## src/rtl/sync_frame_receiver_assert.svh

```systemverilog
// ----------------------------------------------------------------------------
// sync frame receiver assertion macros
// clocked assertion helpers used by the receiver controller rtl
// ----------------------------------------------------------------------------
`ifndef SYNC_FRAME_RECEIVER_ASSERT_SVH
`define SYNC_FRAME_RECEIVER_ASSERT_SVH

// same-cycle implication, masked during reset
`define SFR_ASSERT(lbl, ante, cons, msg) \
  lbl: assert property (@(posedge clk) disable iff (rst) (ante) |-> (cons)) else $error(msg);

// next-cycle implication, masked during reset
`define SFR_ASSERT_NEXT(lbl, ante, cons, msg) \
  lbl: assert property (@(posedge clk) disable iff (rst) (ante) |=> (cons)) else $error(msg);

`endif

```

## src/rtl/sfr_pkg.sv

```systemverilog
// ----------------------------------------------------------------------------
// sfr_pkg
// shared types and constants of the sync frame receiver
// ----------------------------------------------------------------------------
package sfr_pkg;

  localparam int unsigned FRAME_BYTES_DEF = 24;
  localparam int unsigned IDX_BITS        = 5;

  localparam logic [7:0]  HDR_FIRST     = 8'hAA;
  localparam logic [7:0]  HDR_SECOND    = 8'h55;
  localparam logic [15:0] TIMEOUT_RESET = 16'd50;

  localparam logic OP_BYTE = 1'b0;
  localparam logic OP_TICK = 1'b1;

  typedef struct packed {
    logic       op;
    logic [7:0] rx_byte;
  } item_t;

  typedef struct packed {
    logic [7:0]          payload_byte;
    logic [IDX_BITS-1:0] byte_index;
    logic                last;
  } result_t;

  // controller to shift chain and output side
  typedef struct packed {
    logic                shift;
    logic                valid;
    logic                last;
    logic [IDX_BITS-1:0] byte_index;
  } chain_ctrl_t;

endpackage

```

## src/rtl/sfr_cell.sv

```systemverilog
// ----------------------------------------------------------------------------
// sfr_cell
// one byte cell of the payload shift chain
// ----------------------------------------------------------------------------
module sfr_cell (
  input  logic       clk,
  input  logic       shift,
  input  logic [7:0] d,
  output logic [7:0] q
);

  always_ff @(posedge clk) begin
    if (shift) begin
      q <= d;
    end
  end

endmodule

```

## src/rtl/sfr_ctrl.sv

```systemverilog
// ----------------------------------------------------------------------------
// sfr_ctrl
// header hunt, payload fill, checksum check, idle timeout and burst sequencing
// ----------------------------------------------------------------------------
`include "sync_frame_receiver_assert.svh"

module sfr_ctrl #(
  parameter int unsigned FrameBytes = sfr_pkg::FRAME_BYTES_DEF
) (
  input  logic                clk,
  input  logic                rst,
  input  logic                item_valid,
  output logic                item_stall,
  input  sfr_pkg::item_t      item,
  input  logic                cfg_we,
  input  logic [15:0]         cfg_wdata,
  input  logic                result_stall,
  output sfr_pkg::chain_ctrl_t ctl
);
  import sfr_pkg::*;

  localparam int unsigned CntW = $clog2(FrameBytes + 1);
  localparam int unsigned ExtW = (CntW > IDX_BITS) ? CntW : IDX_BITS;

  typedef enum logic [4:0] {
    ST_HUNT_A = 5'b00001,
    ST_HUNT_B = 5'b00010,
    ST_FILL   = 5'b00100,
    ST_CHECK  = 5'b01000,
    ST_BURST  = 5'b10000
  } state_t;

  state_t          state, state_next;
  logic [CntW-1:0] fill, fill_next, fill_inc;
  logic [CntW-1:0] idx, idx_next;
  logic [7:0]      xor_acc, xor_acc_next;
  logic [15:0]     idle, idle_next, idle_inc;
  logic [15:0]     timeout;
  logic [ExtW-1:0] idx_ext;
  logic            accept;
  logic            out_fire;
  logic            idx_last;

  assign item_stall = (state == ST_BURST);
  assign accept     = item_valid && !item_stall;
  assign out_fire   = (state == ST_BURST) && !result_stall;
  assign idx_last   = (idx == CntW'(FrameBytes - 1));
  assign fill_inc   = fill + 1'b1;
  assign idle_inc   = (idle == 16'hFFFF) ? idle : idle + 16'd1;

  always_comb begin
    state_next   = state;
    fill_next    = fill;
    idx_next     = idx;
    xor_acc_next = xor_acc;
    idle_next    = idle;
    if (accept && item.op == OP_TICK) begin
      if (state != ST_HUNT_A) begin
        idle_next = idle_inc;
        if (idle_inc > timeout) begin
          state_next = ST_HUNT_A;
          fill_next  = '0;
        end
      end
    end else if (accept) begin
      idle_next = '0;
      case (state)
        ST_HUNT_A: begin
          if (item.rx_byte == HDR_FIRST) begin
            state_next = ST_HUNT_B;
          end
        end
        ST_HUNT_B: begin
          if (item.rx_byte == HDR_SECOND) begin
            state_next   = ST_FILL;
            fill_next    = '0;
            xor_acc_next = '0;
          end else begin
            state_next = ST_HUNT_A;
          end
        end
        ST_FILL: begin
          fill_next = fill_inc;
          // the final payload byte is stored but kept out of the checksum
          if (fill_inc < CntW'(FrameBytes)) begin
            xor_acc_next = xor_acc ^ item.rx_byte;
          end else begin
            state_next = ST_CHECK;
          end
        end
        ST_CHECK: begin
          fill_next = '0;
          if (item.rx_byte == xor_acc) begin
            state_next = ST_BURST;
            idx_next   = '0;
          end else begin
            state_next = ST_HUNT_A;
          end
        end
        default: begin
          state_next = ST_HUNT_A;
        end
      endcase
    end else if (out_fire) begin
      idx_next = idx + 1'b1;
      if (idx_last) begin
        state_next = ST_HUNT_A;
      end
    end
  end

  always_ff @(posedge clk) begin
    if (rst) begin
      state   <= ST_HUNT_A;
      fill    <= '0;
      idx     <= '0;
      xor_acc <= '0;
      idle    <= '0;
      timeout <= TIMEOUT_RESET;
    end else begin
      state   <= state_next;
      fill    <= fill_next;
      idx     <= idx_next;
      xor_acc <= xor_acc_next;
      idle    <= idle_next;
      if (cfg_we) begin
        timeout <= cfg_wdata;
      end
    end
  end

  assign idx_ext = ExtW'(idx);

  always_comb begin
    ctl.shift      = (accept && item.op == OP_BYTE && state == ST_FILL) || out_fire;
    ctl.valid      = (state == ST_BURST);
    ctl.last       = idx_last;
    ctl.byte_index = idx_ext[IDX_BITS-1:0];
  end

  `SFR_ASSERT_NEXT(a_burst_needs_check, accept && state != ST_CHECK, state != ST_BURST, "burst without checksum byte")
  `SFR_ASSERT_NEXT(a_last_ends_burst, out_fire && idx_last, !ctl.valid, "burst continues past last item")
  `SFR_ASSERT_NEXT(a_idx_steps, out_fire && !idx_last, ctl.valid && idx == CntW'($past(idx) + 1'b1), "burst index did not advance")
  `SFR_ASSERT(a_fill_bound, state == ST_FILL, fill < CntW'(FrameBytes), "fill index past frame")

endmodule

```

## src/rtl/sync_frame_receiver.sv

```systemverilog
// ----------------------------------------------------------------------------
// sync_frame_receiver
// deframer for 0xAA 0x55 headed frames with an xor checksum byte
// ----------------------------------------------------------------------------
// Takes one item (a link byte or a time tick) per clock while no burst is in
// flight. Payload bytes shift into a row of FRAME_BYTES byte cells; when the
// checksum byte matches, the frame leaves the head of that row as a burst of
// FRAME_BYTES results, one per cycle that the result side does not stall, and
// item intake stalls for the length of that burst. A frame is two header bytes,
// FRAME_BYTES payload bytes and the checksum byte (27 in all by default), and the
// burst leaves the single head cell of the shift chain. Ticks while a frame is
// open count toward the idle timeout held in the one configuration register (reset value 50).
module sync_frame_receiver #(
  parameter int unsigned FrameBytes = sfr_pkg::FRAME_BYTES_DEF
) (
  input  logic             clk,
  input  logic             rst,
  input  logic             item_valid,
  output logic             item_stall,
  input  sfr_pkg::item_t   item,
  output logic             result_valid,
  input  logic             result_stall,
  output sfr_pkg::result_t result,
  input  logic             cfg_we,
  input  logic [15:0]      cfg_wdata
);
  import sfr_pkg::*;

  chain_ctrl_t ctl;
  logic [7:0]  cell_q [FrameBytes];

  sfr_ctrl #(
    .FrameBytes (FrameBytes)
  ) u_ctrl (
    .clk          (clk),
    .rst          (rst),
    .item_valid   (item_valid),
    .item_stall   (item_stall),
    .item         (item),
    .cfg_we       (cfg_we),
    .cfg_wdata    (cfg_wdata),
    .result_stall (result_stall),
    .ctl          (ctl)
  );

  // bytes enter at the tail and move one cell toward the head per shift
  for (genvar i = 0; i < FrameBytes; i++) begin : g_cell
    logic [7:0] d;
    if (i == FrameBytes - 1) begin : g_tail
      assign d = item.rx_byte;
    end else begin : g_body
      assign d = cell_q[i+1];
    end
    sfr_cell u_cell (
      .clk   (clk),
      .shift (ctl.shift),
      .d     (d),
      .q     (cell_q[i])
    );
  end

  assign result_valid = ctl.valid;

  always_comb begin
    result.payload_byte = cell_q[0];
    result.byte_index   = ctl.byte_index;
    result.last         = ctl.last;
  end

endmodule
```

## config.mk

```make
export PLATFORM = sky130hd
export DESIGN_NAME = sync_frame_receiver
export DESIGN_NICKNAME = d
export VERILOG_FILES = /design/src/rtl/sfr_pkg.sv /design/src/rtl/sfr_cell.sv /design/src/rtl/sfr_ctrl.sv /design/src/rtl/sync_frame_receiver.sv
export VERILOG_INCLUDE_DIRS = /design/src /design/src/rtl
export SDC_FILE = /design/constraint.sdc
export NUM_CORES = 1
export LEC_CHECK = 0
export BUFFER_PORTS_ARGS = -buffer_cell sky130_fd_sc_hd__buf_2
export CORE_UTILIZATION = 45
export CTS_CLUSTER_DIAMETER = 80
export CTS_CLUSTER_SIZE = 12
export DETAILED_ROUTE_END_ITERATION = 8
export SYNTH_ARGS = -nofsm -noshare
export SYNTH_HDL_FRONTEND = slang
export SYNTH_HIERARCHICAL = 1
export SYNTH_SLANG_ARGS = --single-unit
```

## constraint.sdc

```tcl
create_clock -name clk -period 27.7 [get_ports clk]
set_clock_uncertainty 0.2 [all_clocks]
set_input_delay 2.77 -clock clk [delete_from_list [all_inputs] [get_ports clk]]
set_output_delay 2.77 -clock clk [all_outputs]
set_load 0.005 [all_outputs]
```

======== Word level (Yosys, flattened, before mapping) ========
Index checks and enable logic that the tools add are counted.
storage, ports and cells
  register bits ........................... 247
  input port bits ......................... 30
  output and inout bits ................... 16
  word-level logic and storage cells ...... 105
cells by class
  add/subtract/negate cells ............... 3
  magnitude comparators ................... 2
  eq/ne operators ......................... 20
  muxes and demuxes ....................... 28
  bitwise operators ....................... 3
  reduce and logical (&&, ||, !) cells .... 19
operators by type and width
  cell                                                                   number
  5-bit 2-to-1 mux                                                       18
  16-bit 2-to-1 mux                                                      4
  5-bit case mux with 4 select lines                                     1
  16-bit by 1-bit adder with 16-bit output, second input constant        1
  16-bit equality test, second input constant                            1
  16-bit > comparator                                                    1
  8-bit 2-to-1 mux                                                       2
  8-bit case mux with 2 select lines                                     1
  5-bit case mux with 3 select lines                                     1
  5-bit by 1-bit adder with 5-bit output, second input constant          2
  5-bit equality test, second input constant                             2
  5-bit AND reduction                                                    2
  8-bit by 7-bit equality test with 1-bit output, second input constant  1
  8-bit equality test                                                    1
  8-bit equality test, second input constant                             1
  2-bit inequality test, second input constant                           4
  4-bit inequality test, second input constant                           2
  8-bit bitwise XOR                                                      1
  6-bit AND reduction                                                    1
  2-bit nonzero test                                                     3
  3-bit nonzero test                                                     2
  5-bit by 1-bit equality test with 1-bit output, second input constant  1
  5-bit by 2-bit equality test with 1-bit output, second input constant  1
  5-bit by 3-bit equality test with 1-bit output, second input constant  1
  13 further kinds                                                       20

======== Longest topological paths before layout ========
  depth in word-level cells ............... 6
  gate-level depth with buffers ........... 14

======== Cells and area by module ========
The synthesis kept the hierarchy.
by module, submodules not included
  module    times used  cells each  area an instance (um^2)  seq. area each (um^2)
  sfr_cell  24          8           240.2                    240.2
  sfr_ctrl  1           407         3455.8                   1101.1

======== Worst setup path after synthesis ========
Ideal clock, no wire load.
  path kind ............................... input port to flip-flop
  start ................................... input port result_stall
  end ..................................... register g_cell[0].u_cell.q[0], enable pin
  arrival time ............................ 16.158 ns
  data required time ...................... 26.490 ns
  setup slack ............................. 10.332 ns
  cell stages on the path ................. 1
  buffers on the path ..................... 0
  cell sequence ........................... o21ai_0
between the ends
  cells in the longest elaborated chain, start to end .. 3
ends and longest elaborated chain
  item                    RTL line                   text
  start: declaration      sync_frame_receiver.sv:22  input logic result_stall,
  1-bit zero test         sfr_ctrl.sv:46             assign out_fire = (state == ST_BURST) && !result_stall;
  1-bit logical AND       sfr_ctrl.sv:46
  1-bit logical OR        sfr_ctrl.sv:135            ctl.shift = (accept && item.op == OP_BYTE && state == ST_FILL) || out_fire;
  end signal: assignment  sfr_cell.sv:14             q <= d;
  end: declaration        sfr_cell.sv:9              output logic [7:0] q
No other way between the ends.
A chain may end at the register's enable or synchronous reset.

==> impl_metrics.tcl <==
set metrics [dict create \
    cts.clk_slew.worst_paths_ns 0.06 \
    holdPathEnd "g_cell[12].u_cell/q[0]" \
    timing.hold.ws_ns 0.2095 \
    die_h_microns 145.2 \
    yosys.area.top_type_share_pct 62.52 \
    period_share_pct 21.88 \
    cp.arrival_ns 5.98 \
    synth_nets 648 \
    synth_top_area_cell "edfxtp_1" \
    synthCells 599 \
    drive_gt1_share_pct 13.71 \
    clockBufferDepth 3 \
    htree_levels 1 \
    synth_area_sq_um 9221 \
    drt_iter0_markers 419 \
    setup_viol 0 \
    post_dp_cell_area_sq_um 9713 \
    drt_wl_total_mm 14.14 \
    seq_area_frac_synth_pct 74.46 \
    design.core.area_sq_um 19780 \
    r2r_start "u_ctrl/idle[2]" \
    num_vias 4937 \
    rsz0062_at_grt "false" \
    hpwl_mm 8.668 \
    r2r_cells 12 \
    drt_first_pass_iters 4 \
    die-area_sq_um 21070 \
    fin_tns_setup_ns 0 \
    startpoint "item_valid" \
    synth_cell_types 63 \
    dp_slack_ns 21.06 \
    required_ns 27.62 \
    diodes 0 \
    ant_nets 0 \
    slew_headroom_pct 22.21 \
    final_cells 936 \
    tightest_slew_ns 1.167 \
    grt-ovfl-total 0 \
    end_kind "register" \
    start_kind "input port" \
    postCtsSetupBuffers 0 \
    syn_to_final_growth_pct 12.78 \
    hold_path.class "reg -> reg" \
    fin_util_pct 52.57 \
    post_drt_wl_per_cell_microns 15.11 \
    synth-edff-count 192 \
    grt_start_max_net_pins 101 \
    start_util_pct 46.62 \
    drc 0 \
    grt_pass1_wl_mm 23.96 \
    synth-seq-cells 247 \
    period_needed_ns 6.062 \
    min-delay-start "g_cell[13].u_cell/q[0]" \
    vdd_ir_drop_max_mv 0.04250 \
    async_reset_ff_share_pct 0 \
    fin_nets 703 \
    cp_max_fo 100 \
    synth_mux_area_share_pct 2.442 \
    clock_latency_ns 0.51 \
    drv_cap 0 \
    routed_via_density 5.275 \
    avgSynthCellArea_sq_um 15.39 \
    path_class "in -> reg" \
    yosys.area_share.simple_pct 9.254 \
    drv_slew 0 \
    gp_routability_congestion 0.8203 \
    grt_antenna_before_repair 0 \
    cts_made_buffers 24 \
    powerDensity_nw_per_um2 67.03 \
    clock-sinks 247 \
    io_pins 46 \
    cts.hold.buffers_added 0 \
    status "completed" \
    cts_tree "built" \
    cts.repair.resized 0 \
    hold_viol 0 \
    synth_top_family_by_area "simple AND/OR/NAND/NOR gates" \
    rows 51 \
    yosysWarnings 6 \
    design_area_sq_um 10400 \
    track_usage_pct 13.79 \
    finalWorstSetupSlack_ns 21.64 \
    portBuffers 45 \
    r2r_slack_ns 23.37 \
    synthAdderAreaFrac_pct 2.578 \
    die_w_microns 145.2 \
    synth-xor-area-share_pct 2.090 \
    rr_endpoint "u_ctrl/state[1]" \
    place_inst 893 \
    synth_compound_gate_area_share_pct 7.327 \
    min_path_cells 0 \
    cts-root-buf "clkbuf_16" \
    fmax_mhz 165.0 \
    synth_ff_type "edfxtp_1" \
    synthTopCellsByArea "edfxtp_1 63%, dfxtp_1 12%, ha_1 2.6%" \
    finalPower_mw 0.6971 \
    p_leak_nw 3.586 \
    grt_pass1_vias 4806 \
]
==> power by group <==
group,internal (mW),switching (mW),total [mW]
clock,0.163,0.125,0.288
sequential,0.395,0.000685,0.396
combinational,0.00504,0.00806,0.0131
total,0.563,0.134,0.697
==> logic make-up (layout without fill, tap and decap cells) <==
kind of cell,Yosys count,count (layout)
buffers and inverters,39,111
adders and majority gates,19,19
xor gates and xnor gates,22,22
DFF,247,247
and+or+nand+nor,152,152
AOI/OAI and AO/OA,98,98
muxes,22,22
==> cell type report <==
type,count,area [sq um]
fillers,1689,9382
multi-input cells,313,2196
clock buffers,41,664.4
inverters,21,78.83
repair buffers,47,240.2
clock inverters,2,22.52
flip-flops and latches,247,6867
well taps,265,331.6
==> worst max path at each step <==
stage,endpoint,slack [ns],cells after the start
floorplan,g_cell[0].u_cell/q[0],10.33,1
global placement,g_cell[11].u_cell/q[7],21.27,7
detailed placement,g_cell[14].u_cell/q[7],21.06,7
CTS,g_cell[22].u_cell/q[1],21.62,7
global route,g_cell[22].u_cell/q[1],21.34,7
finish,g_cell[22].u_cell/q[6],21.64,7
==> cells in the mapped netlist (6+ instances only) <==
| library cell | number |
|---|---|
| inv_1 | 21 |
| nor3_1 | 17 |
| nand2_1 | 32 |
| nand4_1 | 8 |
| and3_1 | 6 |
| nand2b_1 | 7 |
| a21oi_1 | 32 |
| nand3_1 | 13 |
| nor2_1 | 32 |
| o21ai_0 | 10 |
| o211ai_1 | 7 |
| edfxtp_1 | 192 |
| ha_1 | 19 |
| o311a_1 | 8 |
| xnor2_1 | 13 |
| mux2i_1 | 18 |
| clkbuf_1 | 8 |
| xor2_1 | 9 |
| dfxtp_1 | 55 |
==> registers in the layout, indices dropped and copies added, names as in the netlist <==
register / count
u_ctrl/fill: 5
g_cell.u_cell/q: 192
u_ctrl/state: 5
u_ctrl/idx: 5
u_ctrl/xor_acc: 8
u_ctrl/idle: 16
u_ctrl/timeout: 16
==> metal layers <==
metal,track usage (%),vias up,part of all wire (%)
li1,-,2394,-
met1,20.46,2392,49
met2,20.63,119,44
met3,2.421,32,4.5
met4,4.316,0,2.5
met5,0,-,0
==> placed cells by master (no fill, tap or decap), drive strengths merged, types with 5 or more instances in the layout <==
master	count
mux2i	18
ha	19
xnor2	13
a211oi	5
nand2b	7
nand2	32
o311a	8
nor2	35
edfxtp	192
o31ai	5
inv	22
clkbuf	41
dfxtp	55
o211ai	7
nand4	8
nand3	14
a21oi	33
a31oi	5
and3	6
nor2b	5
buf	47
nor4	6
nor3	19
xor2	9
o21ai	13
==> critical path, stage by stage <==
cell and delay (ns):
buf_2 0.10, nor2b_1 0.18, a21boi_2 0.30, nand2b_1 0.35, o21ai_4 0.37, buf_4 0.97
buf_4 0.84
Note: power is estimated with default switching activity, not from simulation.
